$ cat src/hdl/ias_pkg.sv
// ----------------------------------------------------------------------------
// ias_pkg
// Shared types and codes for the inactive aging scheduler.
// ----------------------------------------------------------------------------
package ias_pkg;

  // Request codes
  localparam logic [1:0] REQ_WRITE = 2'd0;
  localparam logic [1:0] REQ_TICK  = 2'd1;
  localparam logic [1:0] REQ_CLEAR = 2'd2;
  localparam logic [1:0] REQ_RSVD  = 2'd3;  // unknown request, no effect

  // Slot state codes
  localparam logic [1:0] SLOT_UNUSED  = 2'd0;
  localparam logic [1:0] SLOT_READY   = 2'd1;
  localparam logic [1:0] SLOT_RUNNING = 2'd2;
  localparam logic [1:0] SLOT_BLOCKED = 2'd3;

  typedef struct packed {
    logic [1:0] req_type;
    logic [2:0] slot_id;
    logic [1:0] slot_state;
    logic [7:0] slot_priority;
    logic       clear_age;
    logic [2:0] current_slot;
  } in_beat_t;

  typedef struct packed {
    logic [2:0] next_slot;
    logic       chosen_valid;
  } out_beat_t;

  typedef enum logic [2:0] {
    CS_IDLE,
    CS_EXEC,
    CS_SCAN,
    CS_FIN,
    CS_RESULT
  } ctrl_state_t;

  // Controller -> datapath
  typedef struct packed {
    logic accept;     // latch request beat, reset scan
    logic do_write;   // write one slot entry
    logic do_clear;   // zero all ages
    logic do_wake;    // tick with no ready slot
    logic scan_step;  // age one slot and compare
    logic finish;     // clear winner age, wake blocked current
    logic emit;       // load output register
  } ias_cmd_t;

  // Datapath -> controller
  typedef struct packed {
    logic [1:0] req_type;
    logic       none_ready;
    logic       scan_last;
    logic       out_free;
    logic       have_best;
  } ias_sts_t;

endpackage

$ cat src/hdl/ias_ctrl.sv
// ----------------------------------------------------------------------------
// ias_ctrl
// Sequencer: accept, decode, slot scan, finish, result hand-off.
// ----------------------------------------------------------------------------
module ias_ctrl (
  input  logic              clk,
  input  logic              rst_n,
  input  logic              in_valid,
  output logic              in_ready,
  input  ias_pkg::ias_sts_t sts,
  output ias_pkg::ias_cmd_t cmd
);

  ias_pkg::ctrl_state_t state_r;
  ias_pkg::ctrl_state_t state_nxt;

  always_ff @(posedge clk) begin
    if (!rst_n) begin
      state_r <= ias_pkg::CS_IDLE;
    end else begin
      state_r <= state_nxt;
    end
  end

  always_comb begin
    state_nxt = state_r;
    cmd       = '0;
    in_ready  = 1'b0;
    unique case (state_r)
      ias_pkg::CS_IDLE: begin
        // no beat is taken while reset is held
        in_ready = rst_n;
        if (in_valid && rst_n) begin
          cmd.accept = 1'b1;
          state_nxt  = ias_pkg::CS_EXEC;
        end
      end
      ias_pkg::CS_EXEC: begin
        state_nxt = ias_pkg::CS_RESULT;
        unique case (sts.req_type)
          ias_pkg::REQ_WRITE: cmd.do_write = 1'b1;
          ias_pkg::REQ_CLEAR: cmd.do_clear = 1'b1;
          ias_pkg::REQ_TICK: begin
            if (sts.none_ready) begin
              cmd.do_wake = 1'b1;
            end else begin
              state_nxt = ias_pkg::CS_SCAN;
            end
          end
          default: ;  // unknown request: no change, zero result
        endcase
      end
      ias_pkg::CS_SCAN: begin
        cmd.scan_step = 1'b1;
        if (sts.scan_last) begin
          state_nxt = ias_pkg::CS_FIN;
        end
      end
      ias_pkg::CS_FIN: begin
        cmd.finish = 1'b1;
        state_nxt  = ias_pkg::CS_RESULT;
      end
      ias_pkg::CS_RESULT: begin
        if (sts.out_free) begin
          cmd.emit  = 1'b1;
          state_nxt = ias_pkg::CS_IDLE;
        end
      end
      default: state_nxt = ias_pkg::CS_IDLE;
    endcase
  end

endmodule

$ cat src/hdl/ias_dpath.sv
// ----------------------------------------------------------------------------
// ias_dpath
// Slot table, ready counter, scan compare and output register.
// ----------------------------------------------------------------------------
module ias_dpath #(
  parameter int NUM_SLOTS = 8,
  parameter int AGE_BITS  = 16
) (
  input  logic                clk,
  input  logic                rst_n,
  input  ias_pkg::in_beat_t   in_data,
  input  logic                out_ready,
  output logic                out_valid,
  output ias_pkg::out_beat_t  out_data,
  input  ias_pkg::ias_cmd_t   cmd,
  output ias_pkg::ias_sts_t   sts
);

  localparam int IDX_W = $clog2(NUM_SLOTS);

  logic [1:0]          state_r [NUM_SLOTS];
  logic [7:0]          prio_r  [NUM_SLOTS];
  logic [AGE_BITS-1:0] age_r   [NUM_SLOTS];

  logic [IDX_W-1:0]    ready_cnt_r;
  ias_pkg::in_beat_t   req_r;
  logic [IDX_W-1:0]    idx_r;
  logic [IDX_W-1:0]    best_idx_r;
  logic [AGE_BITS-1:0] best_age_r;
  logic [7:0]          best_prio_r;
  logic                have_r;
  ias_pkg::out_beat_t  res_r;
  logic                out_valid_r;
  ias_pkg::out_beat_t  out_data_r;

  // Slot indexes from 3-bit fields, sized to the table
  logic [IDX_W+2:0] id_ext, cur_ext;
  logic [IDX_W-1:0] id_idx, cur_idx;
  logic             id_ok, cur_ok, cur_blocked;
  logic             new_ready, old_ready;
  logic [AGE_BITS-1:0] aged;
  logic             elig, better;
  logic [IDX_W+2:0] best_ext;

  assign id_ext  = {{IDX_W{1'b0}}, req_r.slot_id};
  assign cur_ext = {{IDX_W{1'b0}}, req_r.current_slot};
  assign id_idx  = id_ext[IDX_W-1:0];
  assign cur_idx = cur_ext[IDX_W-1:0];
  assign id_ok   = ({29'd0, req_r.slot_id} < NUM_SLOTS);
  assign cur_ok  = ({29'd0, req_r.current_slot} < NUM_SLOTS);
  assign cur_blocked = cur_ok && (state_r[cur_idx] == ias_pkg::SLOT_BLOCKED);

  assign new_ready = (req_r.slot_state == ias_pkg::SLOT_READY);
  assign old_ready = (state_r[id_idx] == ias_pkg::SLOT_READY);

  assign aged   = age_r[idx_r] + AGE_BITS'(prio_r[idx_r]);
  assign elig   = (state_r[idx_r] == ias_pkg::SLOT_READY) ||
                  (state_r[idx_r] == ias_pkg::SLOT_RUNNING);
  assign better = !have_r || (aged > best_age_r) ||
                  ((aged == best_age_r) && (prio_r[idx_r] > best_prio_r));
  assign best_ext = {3'b000, best_idx_r};

  // Table and ready count
  always_ff @(posedge clk) begin
    if (!rst_n) begin
      for (int i = 0; i < NUM_SLOTS; i++) begin
        state_r[i] <= ias_pkg::SLOT_UNUSED;
        prio_r[i]  <= '0;
        age_r[i]   <= '0;
      end
      ready_cnt_r <= '0;
    end else begin
      priority if (cmd.do_write) begin
        if (id_ok) begin
          state_r[id_idx] <= req_r.slot_state;
          prio_r[id_idx]  <= req_r.slot_priority;
          if (req_r.clear_age) begin
            age_r[id_idx] <= '0;
          end
          if (id_idx != '0) begin
            if (new_ready && !old_ready) begin
              ready_cnt_r <= ready_cnt_r + 1'b1;
            end else if (!new_ready && old_ready) begin
              ready_cnt_r <= ready_cnt_r - 1'b1;
            end
          end
        end
      end else if (cmd.do_clear) begin
        for (int i = 0; i < NUM_SLOTS; i++) begin
          age_r[i] <= '0;
        end
      end else if (cmd.do_wake) begin
        if (cur_blocked) begin
          state_r[cur_idx] <= ias_pkg::SLOT_READY;
          age_r[cur_idx]   <= '0;
          if (cur_idx != '0) begin
            ready_cnt_r <= ready_cnt_r + 1'b1;
          end
        end
      end else if (cmd.scan_step) begin
        age_r[idx_r] <= aged;
      end else if (cmd.finish) begin
        age_r[best_idx_r] <= '0;
        if (cur_blocked) begin
          state_r[cur_idx] <= ias_pkg::SLOT_READY;
          if (cur_idx != '0) begin
            ready_cnt_r <= ready_cnt_r + 1'b1;
          end
        end
      end
    end
  end

  // Request, scan and result registers
  always_ff @(posedge clk) begin
    if (!rst_n) begin
      have_r <= 1'b0;
    end else begin
      if (cmd.accept) begin
        req_r  <= in_data;
        idx_r  <= IDX_W'(1);
        have_r <= 1'b0;
        res_r  <= '0;
      end
      if (cmd.do_wake) begin
        res_r.next_slot    <= cur_blocked ? req_r.current_slot : 3'd0;
        res_r.chosen_valid <= 1'b1;
      end
      if (cmd.scan_step) begin
        idx_r <= idx_r + 1'b1;
        if (elig && better) begin
          have_r      <= 1'b1;
          best_idx_r  <= idx_r;
          best_age_r  <= aged;
          best_prio_r <= prio_r[idx_r];
        end
      end
      if (cmd.finish) begin
        res_r.next_slot    <= best_ext[2:0];
        res_r.chosen_valid <= 1'b1;
      end
    end
  end

  // Output register
  always_ff @(posedge clk) begin
    if (!rst_n) begin
      out_valid_r <= 1'b0;
    end else begin
      if (cmd.emit) begin
        out_valid_r <= 1'b1;
        out_data_r  <= res_r;
      end else if (out_ready) begin
        out_valid_r <= 1'b0;
      end
    end
  end

  assign out_valid = out_valid_r;
  assign out_data  = out_data_r;

  assign sts.req_type   = req_r.req_type;
  assign sts.none_ready = (ready_cnt_r == '0);
  assign sts.scan_last  = (idx_r == IDX_W'(NUM_SLOTS - 1));
  assign sts.out_free   = !out_valid_r || out_ready;
  assign sts.have_best  = have_r;

endmodule

$ cat src/hdl/inactive_aging_scheduler_unit.sv
// ----------------------------------------------------------------------------
// inactive_aging_scheduler_unit
// Aging priority scheduler over a table of process slots.
// ----------------------------------------------------------------------------
// Sequence: accept, then EXEC; write, clear and unknown beats and a tick with no
//   ready slot go on to RESULT, a scanning tick goes through SCAN and FIN first;
//   RESULT loads the output register once it is free.
// One beat at a time: the next beat is taken once the result is in the output
//   register (which may still be waiting on out_ready).
// The scan ages and compares one slot per cycle through a shared adder.
// Reset (rst_n low, synchronous): all slots unused, priorities and ages zero.
// ----------------------------------------------------------------------------
module inactive_aging_scheduler_unit #(
  parameter int NUM_SLOTS = 8,
  parameter int AGE_BITS  = 16
) (
  input  logic               clk,
  input  logic               rst_n,
  input  logic               in_valid,
  output logic               in_ready,
  input  ias_pkg::in_beat_t  in_data,
  output logic               out_valid,
  input  logic               out_ready,
  output ias_pkg::out_beat_t out_data
);

  // Command and status between sequencer and datapath
  ias_pkg::ias_cmd_t cmd;
  ias_pkg::ias_sts_t sts;

  // Sequencer: IDLE takes a beat, EXEC decodes it, SCAN walks slots
  // 1..NUM_SLOTS-1, FIN clears the winner, RESULT hands off the beat.
  ias_ctrl u_ctrl (
    .clk      (clk),
    .rst_n    (rst_n),
    .in_valid (in_valid),
    .in_ready (in_ready),
    .sts      (sts),
    .cmd      (cmd)
  );

  // Datapath: slot table, a running count of ready slots other than slot 0 (so a
  // tick knows at once whether to scan), the compare registers and the output beat.
  ias_dpath #(
    .NUM_SLOTS (NUM_SLOTS),
    .AGE_BITS  (AGE_BITS)
  ) u_dpath (
    .clk       (clk),
    .rst_n     (rst_n),
    .in_data   (in_data),
    .out_ready (out_ready),
    .out_valid (out_valid),
    .out_data  (out_data),
    .cmd       (cmd),
    .sts       (sts)
  );

  // in_ready is low right after a beat is accepted
  a_busy_after_accept: assert property (@(posedge clk) disable iff (!rst_n)
    in_valid && in_ready |=> !in_ready)
    else $error("in_ready held right after accept");

  // Non-tick results never name a slot
  a_zero_slot_on_non_tick: assert property (@(posedge clk) disable iff (!rst_n)
    out_valid && !out_data.chosen_valid |-> out_data.next_slot == 3'd0)
    else $error("slot reported on non-tick beat");

  // A scan that was started must have found an eligible slot
  a_winner_found: assert property (@(posedge clk) disable iff (!rst_n)
    cmd.finish |-> sts.have_best)
    else $error("scan finished without a winner");

endmodule
$ cat config.mk
export PLATFORM = sky130hd
export DESIGN_NAME = inactive_aging_scheduler_unit
export DESIGN_NICKNAME = d
export VERILOG_FILES = /design/src/hdl/ias_pkg.sv /design/src/hdl/ias_ctrl.sv /design/src/hdl/ias_dpath.sv /design/src/hdl/inactive_aging_scheduler_unit.sv
export SDC_FILE = /design/constraint.sdc
export NUM_CORES = 1
export LEC_CHECK = 0
export ABC_AREA = 1
export BUFFER_PORTS_ARGS = -buffer_cell sky130_fd_sc_hd__buf_4
export CAP_MARGIN = 20
export CORE_MARGIN = 1.5
export CORE_UTILIZATION = 63
export DETAILED_ROUTE_END_ITERATION = 16
export PLACE_DENSITY_LB_ADDON = 0.15
export SETUP_SLACK_MARGIN = 0.3
export SYNTH_ARGS = -nofsm -noshare
export SYNTH_HDL_FRONTEND = slang
export SYNTH_SLANG_ARGS = --single-unit
$ cat constraint.sdc
create_clock -name clk -period 6.85 [get_ports clk]
set_clock_uncertainty 0.1 [all_clocks]
set_input_delay 0 -clock clk [delete_from_list [all_inputs] [get_ports clk]]
set_output_delay 0 -clock clk [all_outputs]
set_load 0.005 [all_outputs]
# == Word-level counts from Yosys, hierarchy flattened ==
# Memory sizes are Yosys's and may differ from the RTL's. A register that Yosys moved wholly into a read port is not among the register bits.
# Cells that the tools add are included.
# classes
addsub,4
n_mul,0
n_div,0
n_lt_le_gt_ge,2
eq_ne,20
n_shift,0
mux,112
bitwise,9
reduce_logical,37
# ops
cell,n
$mux W16,12
$mux W3,31
$reduce_or A16 Y1,4
$mux W1,61
$add A16 B8 Y16,1
$eq A16 B16 Y1,1
$gt A16 B16 Y1,1
$pmux W3 S5,1
$mux W4,3
$reduce_bool A3 Y1,4
$or A1 B1 Y1,9
$eq A2 B1 Y1 const B,4
$gt A8 B8 Y1,1
$mux W8,1
$reduce_and A2 Y1,4
$reduce_or A8 Y1,1
$add A3 B1 Y3 const B,2
$eq A2 B2 Y1 const B,3
$eq A3 B2 Y1 const B,2
$eq A3 B3 Y1 const B,2
$logic_not A3 Y1,2
$mux W2,3
$ne A2 B1 Y1 const B,3
$ne A3 B1 Y1 const B,2
other kinds (11),26
# word_totals
register_bits,65
latch_bits,0
ramBits,208
mem_bits_ro,0
input_bits,23
out_inout_bits,6
n_memories,3
# memory_table
memory,words,word_bits,rd,rd_clocked_by_memory_dff,wr,line_no,rtl
u_dpath.age_r,8,16,1,1,8,ias_dpath.sv:23,logic [AGE_BITS-1:0] age_r [NUM_SLOTS];
u_dpath.prio_r,8,8,1,1,8,ias_dpath.sv:22,logic [7:0] prio_r [NUM_SLOTS];
u_dpath.state_r,8,2,3,3,8,ias_dpath.sv:21,logic [1:0] state_r [NUM_SLOTS];

# == Longest topological paths before layout ==
# Gate-level depths: netlist of the first run.
# logic_depth
depth_word,13
mapped_depth,32

# == Modules after synthesis ==
# From an unflattened synthesis of the first run, not the netlist that was laid out.
# hier_totals
cells_unflattened,1433
area_unflattened_um2,13740.7
# by_module_without_submodules
module,instances,cells_per_inst,area_each_um2,seq_area_each_um2
ias_dpath,1,1395,13523.0,8237.9
ias_ctrl,1,38,217.7,60.1

# == Least setup slack after synthesis of the first run ==
# Ideal clock, no wire load.
# synth_timing
path_kind,register to register
from,reg (tool-made name)
to,reg u_dpath.best_age_r[0] (enable)
setup_time_ns,0.382
arrival_time_ns,4.486
required_ns,6.368
slack_ns,1.883
path_stages_with_launch,32
n_path_buf,5
path_cell_list,dfxtp_1 buf_6 inv_4 buf_6 buf_2 buf_2 clkbuf_1 o21ai_0 o22ai_1 nor2_1 a31oi_1 ha_1 inv_1 nor3_1 nand2_1 nand2_1 nand3_1 nand2_2 nand2_1 nor2_1 nand2_1 and2_1 ha_1 nand2_1 nor2_1 nand4_1 nor3_1 nand2_1 o21a_1 nand2_1 nand2_1 inv_1
# synth_lines
item,line_no,rtl
end signal: assignment,ias_dpath.sv:134,best_age_r <= aged;
end: declaration,ias_dpath.sv:29,logic [AGE_BITS-1:0] best_age_r;

==> flow_results.org, run 1 <==
** Run status
- Outcome :: finished, final reports clean

** Power
- Final total power :: 0.00385 W
- Of the total power, the clock network draws 0.403.
- VDD sags by at most 0.285 mV.
- Summed over all cells, the static leakage comes to 5.96 nW.
- Internal power summed over all cells :: 0.00296 W
- Net switching fraction of the power :: 0.231
- Power spread over the standard cell area amounts to 254 nW/um2.
- Of the total power, registers draw 0.513.
- Switching power of the nets :: 0.000887 W
- The share of total power dissipated in combinational logic is 0.084.

** Yosys
- Yosys warning count :: 0
- Number of enable-type register cells in the synthesized netlist :: 265
- Share of synthesized area occupied by flip-flops and latches :: 0.607
- Synth top area share :: 0.582
- Of the total synthesized cell area, the portion taken by AND, OR, NAND and NOR gates is 0.212.
- When the netlist entered floorplanning its net count stood at 1457.
- Cell type with the largest total area after synthesis :: sky130_fd_sc_hd__edfxtp_1
- In the post-synthesis netlist, the biggest area contributors are sky130_fd_sc_hd__edfxtp_1 (58%), sky130_fd_sc_hd__nor2_1 (10%), sky130_fd_sc_hd__nand2_1 (5.7%), sky130_fd_sc_hd__o21ai_0 (4.2%), sky130_fd_sc_hd__ha_1 (3.4%).
- Counting distinct cell types in the post-synthesis netlist gives 46.
- Of the total synthesized cell area, the portion taken by XOR and XNOR cells is 0.00769.
- Number of standard cells after synthesis :: 1396
- Of the total synthesized cell area, the portion taken by full adders, half adders and majority gates is 0.0353.
- Most used DFF post-synth :: sky130_fd_sc_hd__edfxtp_1
- Post-synthesis register bit count :: 282
- Compound-gate portion of the synthesized area :: 0.0835
- Post-synthesis instance area :: 13700 um2
- By area, the combinational part of the netlist is dominated by simple AND/OR/NAND/NOR gates.
- Counting flops with an async set or reset pin after synthesis yields a share of 0.
- A synthesized cell averages 9.80 um2.
- Mux share of post-synthesis cell area :: 0.00320

** Placement
- In this run the tool buffered the top-level ports with 28 buffer cells.
- The congestion estimate from routability-driven global placement came to 0.852.
- Once placement finished, the instance area stood at 14000 um2.
- Summed over all nets, the half-perimeter wirelength after detailed placement is 20300 um.
- Counting tap cells, the placed design contains a total of 1654 instances.

** Detailed routing
- Total wire length after detailed routing :: 31900 um
- Final routed DRC violation total :: 0
- In the routed layout, each cell is associated on average with a via count of 5.86.
- Number of DRC violations after detailed-routing iteration 0 :: 1204
- Routed wire per std cell :: 18.5 um
- First-pass DRT Iterations :: 6
- The count of nets left with antenna violations once routing finished came out at 0.
- Via total after detailed routing :: 10133

** Cells and area
- Final nets :: 1494
- Most common library cell in the layout ignoring fill and taps :: sky130_fd_sc_hd__nor2_1
- Top library cells by usage in the layout, fill and taps aside :: sky130_fd_sc_hd__nor2_1 (369), sky130_fd_sc_hd__edfxtp_1 (265), sky130_fd_sc_hd__nand2_1 (206), sky130_fd_sc_hd__o21ai_0 (115), sky130_fd_sc_hd__inv_1 (100)
- After routing the design area is 15200 um2.
- In the final layout, the share of cells above drive strength 1 is 0.0990.
- For this run, the number of standard cells in the final layout without fillers is 1730.
- Area delta synth->final :: 10.9%
- Ant. Diodes :: 0

** Clocking
- TritonCTS buffer count :: 29
- After clock tree synthesis, the repair step resized 0 gates.
- After clock tree synthesis, the flow added hold-fix buffers numbering 23.
- Number of clock sinks :: 282
- Clock tree from TritonCTS :: yes
- Buffers inserted during post-CTS setup optimization :: 0
- After clock tree synthesis, the clock-pin slew on the worst setup and hold paths is 0.06 ns.
- Clock Root Buffer :: sky130_fd_sc_hd__clkbuf_16
- The clock reaches the later pin of the worst-skew pair after 0.55 ns.
- H-tree levels :: 1
- Max clock buf depth :: 3

** Worst setup path
- Reg2Reg Setup Slack :: 1.15 ns
- Type of the setup path with the least slack :: flop to flop
- The worst setup path is captured at a flop.
- The worst setup path is launched from a flop.
- Measured in cells, the most critical reg-to-reg path has a length of 27.
- Reg2Reg Capture Point :: u_dpath.best_age_r[4]
- Maximum fanout count along the critical path :: 67
- At the worst endpoint, the required time is 6.96 ns.
- Arrival time worst endpoint :: 5.81 ns

** Worst hold path
- Hold-critical path endpoint :: u_dpath.sts[5]
- Worst hold path cell count :: 2
- The worst hold path begins at in_data[18].
- In this run the worst hold path is classified as primary input to flop.

** GRT
- Maximum number of pins on one net before global-route repair :: 100
- Number of antenna violations at the first check in global routing :: 0
- Residual overflow from global routing :: 0
- Wire length of the first global-routing pass :: 50300 um
- The number of global-route vias before repair came to 9685.
- Overall global routing resource usage :: 0.291

** Floorplanning
- The floorplan step set the die width to 150 um.
- 29 I/O pins were placed.
- Area of the core :: 21200 um2
- The initial utilization of the core area, before any placement, comes to 0.646.
- The floorplan step defined a die boundary enclosing 22600 um2.
- Die Y :: 150 um
- Row generation in the floorplan step produced 53 rows.

** STA
- Min Clock Period, post-route :: 5.70 ns
- In the finished design, the share of the clock period the worst path needs comes to 0.832.
- The worst pin sits at a relative slew slack of 0.365.
- Setup repair after global routing left no endpoint under its margin.
- Total Negative Setup Slacks :: 0 ns
- Fmax :: 175 MHz
- Final setup violation count :: 0
- Slew at the pin closest to its max-slew limit :: 0.953 ns
- Number of hold violations in the final report :: 0
- Max Transition Viols Final :: 0
- WHS :: 0.0685 ns

** Flow run
- Max-cap violation count :: 0
[state kept, by name, summed over array words and instances (netlist names), named ones only]
register,flops
u_dpath.cur_idx,3
u_dpath.sts,2
u_dpath.res_r,4
u_dpath.ready_cnt_r,3
u_dpath.age_r,128
u_dpath.id_idx,3
u_dpath.req_r,11
u_dpath.out_data,4
u_dpath.have_r,1
u_dpath.state_r,16
u_dpath.best_idx_r,3
u_dpath.out_valid,1
u_dpath.prio_r,64
u_ctrl.state_r,3
u_dpath.best_prio_r,8
u_dpath.best_age_r,16
u_dpath.idx_r,3
[power groups by stage]
stage | registers, W | logic (W) | clock network, W
CTS | 0.00197 | 0.000319 | 0.00155
detailed placement | 0.00201 | 0.000306 | 0
floorplan | 0.00200 | 0.000216 | 0
global route | 0.00198 | 0.000358 | 0.00162
finish | 0.00197 | 0.000323 | 0.00155
global placement | 0.00201 | 0.000298 | 0
[per-layer routing]
| layer | up-vias | share of wire | global-route usage |
|---|---|---|---|
| li1 | 4784 | - | - |
| met1 | 4787 | 0.41 | 0.423 |
| met2 | 499 | 0.46 | 0.464 |
| met3 | 63 | 0.10 | 0.0379 |
| met4 | 0 | 0.023 | 0.0843 |
| met5 | - | 0 | 0 |
[through the flow]
step / utilization / worst slack (ns)
2_1_floorplan: - / 1.88
3_3_place_gp: 0.662 / 1.31
3_5_place_dp: 0.662 / 1.20
4_1_cts: 0.717 / 1.17
5_1_grt: 0.717 / 0.495
6_report: 0.717 / 1.15
[synth_stat cells (2+ instances only)]
cell type                    n
sky130_fd_sc_hd__inv_2      11
sky130_fd_sc_hd__buf_6       7
sky130_fd_sc_hd__nand4_1     6
sky130_fd_sc_hd__and2_1      2
sky130_fd_sc_hd__nand3_4     2
sky130_fd_sc_hd__nand3_1    46
sky130_fd_sc_hd__nor3_1      5
sky130_fd_sc_hd__o21a_1      4
sky130_fd_sc_hd__ha_1       37
sky130_fd_sc_hd__nand2_1   206
sky130_fd_sc_hd__nor2_2     14
sky130_fd_sc_hd__nor2_1    370
sky130_fd_sc_hd__o22ai_1    24
sky130_fd_sc_hd__nand3b_1    5
sky130_fd_sc_hd__mux2_2      3
sky130_fd_sc_hd__buf_1       2
sky130_fd_sc_hd__o31ai_1     2
sky130_fd_sc_hd__inv_1     100
sky130_fd_sc_hd__dfxtp_1    17
sky130_fd_sc_hd__xnor2_1     3
sky130_fd_sc_hd__a31oi_1    15
sky130_fd_sc_hd__nor2_4      5
sky130_fd_sc_hd__a21oi_1    34
sky130_fd_sc_hd__edfxtp_1  265
sky130_fd_sc_hd__o21ai_1     7
sky130_fd_sc_hd__xor2_1      9
sky130_fd_sc_hd__nand2_4     5
sky130_fd_sc_hd__buf_2      15
sky130_fd_sc_hd__buf_4       3
sky130_fd_sc_hd__o21ai_0   115
sky130_fd_sc_hd__clkbuf_1   24
sky130_fd_sc_hd__nand2_2    17
sky130_fd_sc_hd__nand3_2     3
[worst max-delay path: stages (launching register included)]
cell and delay [ns]:
sky130_fd_sc_hd__dfxtp_4 0.61, sky130_fd_sc_hd__buf_4 0.67, sky130_fd_sc_hd__o21ai_0 0.20, sky130_fd_sc_hd__o22ai_1 0.25, sky130_fd_sc_hd__nor2_1 0.07, sky130_fd_sc_hd__a31oi_1 0.31
sky130_fd_sc_hd__ha_1 0.27, sky130_fd_sc_hd__nand2_1 0.09, sky130_fd_sc_hd__nor3_1 0.15, sky130_fd_sc_hd__nand2_1 0.07, sky130_fd_sc_hd__nand2_1 0.09, sky130_fd_sc_hd__nand3_1 0.09
sky130_fd_sc_hd__nand2_2 0.12, sky130_fd_sc_hd__nand2_1 0.12, sky130_fd_sc_hd__nor2_1 0.12, sky130_fd_sc_hd__nand2_1 0.11, sky130_fd_sc_hd__and2_1 0.17, sky130_fd_sc_hd__ha_1 0.30
sky130_fd_sc_hd__nand2_1 0.06, sky130_fd_sc_hd__nor2_1 0.15, sky130_fd_sc_hd__nand4_1 0.13, sky130_fd_sc_hd__nor3_1 0.28, sky130_fd_sc_hd__nand2_1 0.09, sky130_fd_sc_hd__o21a_1 0.17
sky130_fd_sc_hd__nand2_1 0.07, sky130_fd_sc_hd__nand2_1 0.07, sky130_fd_sc_hd__inv_1 0.05, sky130_fd_sc_hd__buf_4 0.33
[how the worst max path moves through the flow]
stage | start | endpoint | slack [ns] | cells after the start
2_1_floorplan | flop | u_dpath.best_age_r[0] | 1.88 | 31
3_3_place_gp | flop | u_dpath.best_age_r[15] | 1.31 | 27
3_5_place_dp | flop | u_dpath.best_age_r[12] | 1.20 | 27
4_1_cts | flop | u_dpath.best_idx_r[0] | 1.17 | 27
5_1_grt | flop | u_dpath.best_idx_r[2] | 0.49 | 27
6_report | flop | u_dpath.best_age_r[4] | 1.15 | 27
[final cells by class]
type	instances	area, um2
clock inverters	7	85.1
inverters	113	427
flip-flops and latches	282	8300
multi-input cells	950	4680
clock buffers	46	840
repair buffers	57	485
fillers	1575	5990
well taps	275	344
[cells by family (layout without fill, tap and decap cells)]
group	after synthesis	in the layout
xor gates and xnor gates	12	12
AOI/OAI and AO/OA	208	208
adders and majority gates	38	38
and+or+nand+nor	688	688
DFF	282	282
muxes	4	4
buffers and inverters	164	223
(Power assumes the default switching activity.)
==> run 2, diff against run 1 <==
--- a/config.mk
+++ b/config.mk
@@ -9,7 +9,7 @@
 export BUFFER_PORTS_ARGS = -buffer_cell sky130_fd_sc_hd__buf_4
 export CAP_MARGIN = 20
 export CORE_MARGIN = 1.5
-export CORE_UTILIZATION = 63
+export CORE_UTILIZATION = 57
 export DETAILED_ROUTE_END_ITERATION = 16
 export PLACE_DENSITY_LB_ADDON = 0.15
 export SETUP_SLACK_MARGIN = 0.3
==> constraint.sdc (replaced) <==
create_clock -name clk -period 4.9 [get_ports clk]
set_clock_uncertainty 0.1 [all_clocks]
set_input_delay 0 -clock clk [delete_from_list [all_inputs] [get_ports clk]]
set_output_delay 0 -clock clk [all_outputs]
set_load 0.005 [all_outputs]
==> run 2 against run 1 <==
  * Global-route usage fell by 1.8 points
  * Core utilization is 0.56 points lower
  * Register-to-register slack lost 0.94 ns
  * Non-clock buffer count rose by 76
==> flow_results.org, run 2 (synthesis gave the netlist of run 1 again) <==
** Placement
- After detailed placement, the total cell area comes to 14300 um2.
- The congestion estimate from routability-driven global placement came to 0.917.
- Once detailed placement completed, the half-perimeter wirelength came to 21200 um.
- Input and output buffers added on the ports amount to 28.
- After detailed placement, the design holds a cell count of 1719.

** Power
- Summed over all cells, the static leakage comes to 6.59 nW.
- Peak VDD IR :: 0.309 mV
- Ratio of total power to cell area :: 329 nW/um2
- Final total power :: 0.00550 W

** STA
- Setup violations remaining at the end of the flow were counted as 0.
- The worst pin sits at a relative slew slack of 0.327.
- Slew at the pin closest to its max-slew limit :: 1.01 ns
- The worst path in the final design needs a cycle of 4.69 ns, including I/O delays and setup.
- Max Transition Viols Final :: 0
- WHS :: 0.0704 ns
- Unrepaired setup endpoints after global routing :: yes
- Total Negative Setup Slacks :: 0 ns
- Number of hold violations in the final report :: 0
- Dividing the final minimum period by the clock period gives 0.958.
- Static timing analysis puts the maximum clock frequency at 213 MHz.

** Detailed routing
- After the first detailed-routing iteration, the DRC count stood at 1222.
- The detailed router placed 10813 vias in this run.
- The highest metal layer carrying signal wires in the routed design is met4.
- Via density per instance :: 5.83
- DR WL met3 :: 3510 um
- Summed over all layers, the routed wires come to 36400 um.
- In the routed design, unresolved DRC markers number 0.
- First-pass DRT Iterations :: 8
- Routed Antenna Nets :: 0
- Routed wire per std cell :: 19.6 um
- Routed length on met2 :: 17400 um
- In the final routing, the length of wire on met1 measures 14700 um.

** Clocking
- H-tree levels :: 1
- The cell sitting at the root of the clock tree is a sky130_fd_sc_hd__clkbuf_16.
- The clock passes through at most 3 buffers.
- The number of clock buffers added by TritonCTS is 30.
- Clock tree from TritonCTS :: yes
- Number of clock sinks :: 282
- Clock transition at path regs :: 0.06 ns
- The later pin in the worst-skew pair is clocked with a latency of 0.55 ns.

** Worst setup path
- The setup check on the worst reg-to-reg path leaves a slack of 0.21 ns.
- Worst path bufs/invs :: 5
- In this design, the stage delay of the slowest critical-path cell is 0.42 ns.
- R2R cell count :: 27
- Dominant delay contributor by cell family on the critical path :: simple AND/OR/NAND/NOR gates
- Crit end category :: flop
- Count of cell instances traversed by the critical path :: 27
- Termination of the worst setup path :: u_dpath.best_age_r[2]
- For the worst setup path, the data required time is 5.07 ns.
- Maximum fanout count along the critical path :: 16
- In this run the critical register-to-register path is captured at u_dpath.best_age_r[2].
- The largest individual stage delay along the critical path comes from the cell sky130_fd_sc_hd__fa_2.
- By startpoint and endpoint, the worst setup path is classified as flop to flop.
- STA classifies the critical path startpoint as a flop.
- For the worst setup path, the data arrival time is 4.86 ns.

** Floorplanning
- Die Y :: 158 um
- # IOs :: 29
- Measured along the x axis, the die boundary spans 158 um.
- Initial Utilization :: 0.583
- Area of the core :: 23500 um2
- After floorplanning, the core was divided into 56 placement rows.
- The die covers 24900 um2.

** Cells and area
- Fillers :: 1659
- The finished layout holds 1856 standard cells, fillers aside.
- Reg with most FFs :: u_dpath.age_r
- Seq. cell area :: 8310 um2
- Ant. Diodes :: 0
- The library cell used most frequently in the layout, excluding fill and tap cells, is sky130_fd_sc_hd__nor2_1.
- Of the cells placed in the final design, the portion with a size suffix greater than 1 is 0.195.
- The largest registers in the layout are u_dpath.age_r x128, u_dpath.prio_r x64.
- Number of flip-flops under the largest register name :: 128
- The multi-input combinational cells in the finished layout cover a total of 5100 um2.
- Area delta synth->final :: 22.1%
- Leaving out fill and tap cells, the most frequent cells in the layout are sky130_fd_sc_hd__nor2_1 (355), sky130_fd_sc_hd__edfxtp_1 (265), sky130_fd_sc_hd__nand2_1 (194), sky130_fd_sc_hd__inv_1 (97), sky130_fd_sc_hd__o21ai_0 (95).
- Final nets :: 1574
- Post-route cell area :: 16700 um2

** GRT
- Entering global routing, the biggest net connects 43 pins.
- The number of antenna violations at the first check in global routing was 0.
- Across every metal layer, demand over resource in global routing totals 0.274.
- Wire length of the first global-routing pass :: 52000 um
- Residual overflow from global routing :: 0
- Vias in the first global route :: 9842

** Worst hold path
- Startpoint of the lowest-slack hold path :: in_data[5]
- In this run the worst hold path is classified as primary input to flop.

** Flow run
- Max-cap violation count :: 0

** Run status
- Outcome :: finished, final reports clean
-- run 2: where the power goes --
part	leakage (nW)	total [W]	switching [W]	internal, W
combinational	3.31	0.000573	0.000348	0.000225
clock	0.463	0.00216	0.000917	0.00125
sequential	2.81	0.00276	0.0000379	0.00272
-- run 2: routing by layer --
metal / up-vias / track usage
met5: - / 0
met4: 0 / 0.0651
li1: 4948 / -
met1: 5212 / 0.392
met2: 577 / 0.442
met3: 76 / 0.0427
-- run 2: how the worst min path moves through the flow --
stage                              end  slack [ns]  cells after the start
floorplan           u_dpath.cur_idx[0]      -0.001                      0
global placement     u_dpath.req_r[10]        0.08                      1
detailed placement    u_dpath.req_r[3]        0.08                      1
CTS                     u_dpath.sts[5]        0.06                      2
global route          u_dpath.req_r[3]        0.06                      2
finish                u_dpath.req_r[5]        0.07                      2
-- run 2: through the flow --
stage           util  setup WS, ns
2_1_floorplan      -         0.323
3_3_place_gp   0.610         0.204
3_5_place_dp   0.610        0.0999
4_1_cts        0.665         0.300
5_1_grt        0.711      -0.00233
6_report       0.711         0.207
-- run 2: final cells by class --
type,count,area share
Timing Repair Buffer,133,0.0884
Sequential cell,282,0.498
Clock buffer,40,0.0503
Multi-Input combinational cell,950,0.305
Tap cell,319,0.0239
Clock inverter,16,0.00592
Inverter,113,0.0267
Timing Repair inverter,3,0.00187
-- run 2: repair_timing --
item,in CTS,in global routing
cloned,2,11
gates resized for setup,10,124
buffers inserted,2,43
endpoints found under the setup margin,27,27
hold buffers,23,0
hold endpoints to repair,53,0
pin swaps,0,49
==> run 3, diff against run 2 <==
--- a/config.mk
+++ b/config.mk
@@ -12,7 +12,6 @@
 export CORE_UTILIZATION = 57
 export DETAILED_ROUTE_END_ITERATION = 16
 export PLACE_DENSITY_LB_ADDON = 0.15
-export SETUP_SLACK_MARGIN = 0.3
 export SYNTH_ARGS = -nofsm -noshare
 export SYNTH_HDL_FRONTEND = slang
 export SYNTH_SLANG_ARGS = --single-unit
==> run 3 against run 2 <==
  * Sequential share of layout area grew 2.1 points
  * Via count shrank 2.9%
  * Sequential cell count is the same
  * Non-clock buffer count shrank 31
  * Global-route usage grew 0.52 points
  * Critical path depth is the same
  * Die area is the same
  * Maximum frequency shrank 2.0%
  * Worst setup slack lost 0.094 ns
  * Combinational power shrank 9.1%
  * Worst hold slack lost 0.024 ns
  * Critical path type unchanged
==> flow_results.org, run 3 (synthesis gave the netlist of run 1 again) <==
** Detailed routing
- DR WL met3 :: 2710 um
- After detailed routing, the average wire length per cell comes to 19.4 um.
- Routed Antenna Nets :: 0
- Summed over all nets, wire length on met2 after detailed routing comes to 17200 um.
- The pre-antenna-repair detailed-routing pass consisted of 5 iterations.
- Total wire length after detailed routing :: 35400 um
- Routed metal-1 wirelength :: 14500 um
- Final routed DRC violation total :: 0
- For this block, the initial DRC count from the detailed router was 1043.
- Via total after detailed routing :: 10497
- Via density per instance :: 5.75
- Routed signal wires occupy layers up through met4.

** Power
- Peak VDD IR :: 0.325 mV
- Portion of total power attributed to sequential cells :: 0.503
- Of the total power, the share spent switching nets is 0.240.
- Switching power of the nets :: 0.00131 W
- The internal power of the cells totals 0.00417 W.
- Ratio of total power to cell area :: 342 nW/um2
- The design draws 0.00548 W.
- Lkg Pwr :: 6.32 nW
- Portion of total power attributed to the clock network :: 0.402
- Share of total power in combinational logic :: 0.095

** Cells and area
- Seq. cell area :: 8310 um2
- Number of flip-flops under the largest register name :: 128
- In the final layout, the multi-input gates occupy 4820 um2.
- Counting the fill cells in the layout gives 1772.
- Ant. Diodes :: 0
- Fin util :: 0.682
- Final nets :: 1542
- Fraction of layout instances using a drive strength above 1 :: 0.147
- The largest registers in the layout are u_dpath.age_r x128, u_dpath.prio_r x64.
- The library cells used most frequently in the layout, excluding fill and tap cells, are sky130_fd_sc_hd__nor2_1 (365), sky130_fd_sc_hd__edfxtp_1 (265), sky130_fd_sc_hd__nand2_1 (201), sky130_fd_sc_hd__o21ai_0 (109), sky130_fd_sc_hd__inv_1 (99).
- Reg with most FFs :: u_dpath.age_r
- Area delta synth->final :: 17.1%
- Most common library cell in the layout ignoring fill and taps :: sky130_fd_sc_hd__nor2_1

** Worst setup path
- The worst setup path is of the flop to flop kind.
- Most Frequent Cell on Critical Path :: sky130_fd_sc_hd__nand2_1
- The slowest stage of the critical path belongs to the cell sky130_fd_sc_hd__o21ai_0.
- Largest stage delay on the critical path :: 0.40 ns
- STA classifies the critical path startpoint as a flop.
- Crit end category :: flop
- Arrival time worst endpoint :: 4.97 ns
- For the worst setup path, the data required time is 5.08 ns.
- Maximum fanout count along the critical path :: 14

** STA
- On the final layout, the worst hold slack is 0.0461 ns.
- Final worst path period share :: 0.977
- Final setup violation count :: 0
- Worst-case headroom to the max-slew limit :: 0.337
- The hold violation total from the final report was 0.
- Max Transition Viols Final :: 0
- Slew at the pin closest to its max-slew limit :: 0.993 ns
- The clock period could shrink to 4.79 ns.
- For this run, the top clock speed supported by timing is 209 MHz.

** GRT
- Wire length of the first global-routing pass :: 52400 um
- For this run the aggregate overflow at the end of global routing stands at 0.
- Entering global routing, the biggest net connects 45 pins.
- Overall global routing resource usage :: 0.279
- Vias in the first global route :: 9734
- The number of antenna violations at the first check in global routing was 0.

** Run status
- Outcome :: finished, final reports clean

** Placement
- Routability-driven placement finished with a final weighted congestion of 0.888.
- DP HPWL :: 22700 um
- # port buffers :: 28

** Clocking
- The later pin in the worst-skew pair is clocked with a latency of 0.58 ns.
- In this run the deepest clock path goes through 3 buffers.
- TritonCTS buffer count :: 30
- H-tree levels :: 1
- Number of clock sinks :: 282
- Clock-pin slew was measured on the worst setup and hold paths at 0.06 ns.
- Clock Root Buffer :: sky130_fd_sc_hd__clkbuf_16
- TritonCTS built the clock tree.

** Floorplanning
- For this design the top-level I/O count stands at 29.
- The initial utilization of the core area, before any placement, comes to 0.583.
- After floorplanning, the core was divided into 56 placement rows.
- Horizontal extent of the die :: 158 um
- The region available for standard cell placement spans 23500 um2.
- Total Die Area :: 24900 um2
- Die Y :: 158 um

** Flow run
- The tool flagged a number of max-cap violations equal to 0.

** Worst hold path
- The worst hold path belongs to the class primary input to flop.
==> run 3: through the flow <==
step / cells / area, um2 / TNS, ns / setup slack [ns]
6_report: 1824 / 16000 / 0 / 0.113
5_1_grt: 1824 / 16000 / -2.67 / -0.112
4_1_cts: 1796 / 15500 / 0 / 0.0213
3_5_place_dp: 1717 / 14300 / 0 / 0.0597
3_3_place_gp: 1717 / 14300 / 0 / 0.150
2_1_floorplan: 1396 / 13700 / 0 / 0.164
==> run 3: final timing paths <==
check,startpoint,end,slack (ns),cells after the start
setup / recovery,flop,u_dpath.best_prio_r[1],0.11,27
setup reg to reg,flop,u_dpath.best_prio_r[1],0.11,27
hold / removal,in_data[18],u_dpath.sts[5],0.05,2
hold reg to reg,u_dpath.res_r[1],u_dpath.out_data[1],0.33,0
==> run 3: power by group through the flow <==
stage | Clock [W] | Combinational (W) | Sequential [W]
after floorplan | 0 | 0.000301 | 0.00279
after global placement | 0 | 0.000440 | 0.00280
after detailed placement | 0 | 0.000448 | 0.00281
after CTS | 0.00221 | 0.000469 | 0.00276
after global routing | 0.00231 | 0.000568 | 0.00276
final | 0.00220 | 0.000521 | 0.00276
==> run 3: metal layers <==
metal,vias up,GRT usage
met5,-,0
met4,0,0.0831
met3,65,0.0386
met2,457,0.463
met1,5081,0.386
li1,4894,-
==> run 3: final cells by class <==
| cell class | count | share of cell area |
|---|---|---|
| Sequential cell | 282 | 0.519 |
| Multi-Input combinational cell | 950 | 0.301 |
| Timing Repair Buffer | 102 | 0.0663 |
| Clock buffer | 37 | 0.0498 |
| Inverter | 113 | 0.0278 |
| Tap cell | 319 | 0.0249 |
| Clock inverter | 19 | 0.0100 |
| Timing Repair inverter | 2 | 0.00156 |
==> run 3: worst max-delay path, delay by kind of cell (launching register included) <==
family,cells,cell delay [ns]
AO/OA/AOI/OAI,5,1.09
adder cells (fa/ha/maj),2,0.58
buffers and inverters,6,0.91
flip-flops,1,0.38
AND/OR/NAND/NOR,14,1.41
==> run 3: timing repair <==
item / in CTS / in global routing
setup endpoints to repair: 0 / 28
hold endpoints to repair: 55 / 0
gates resized for setup: 0 / 61
hold buffers: 23 / 0
setup buffers: 0 / 20
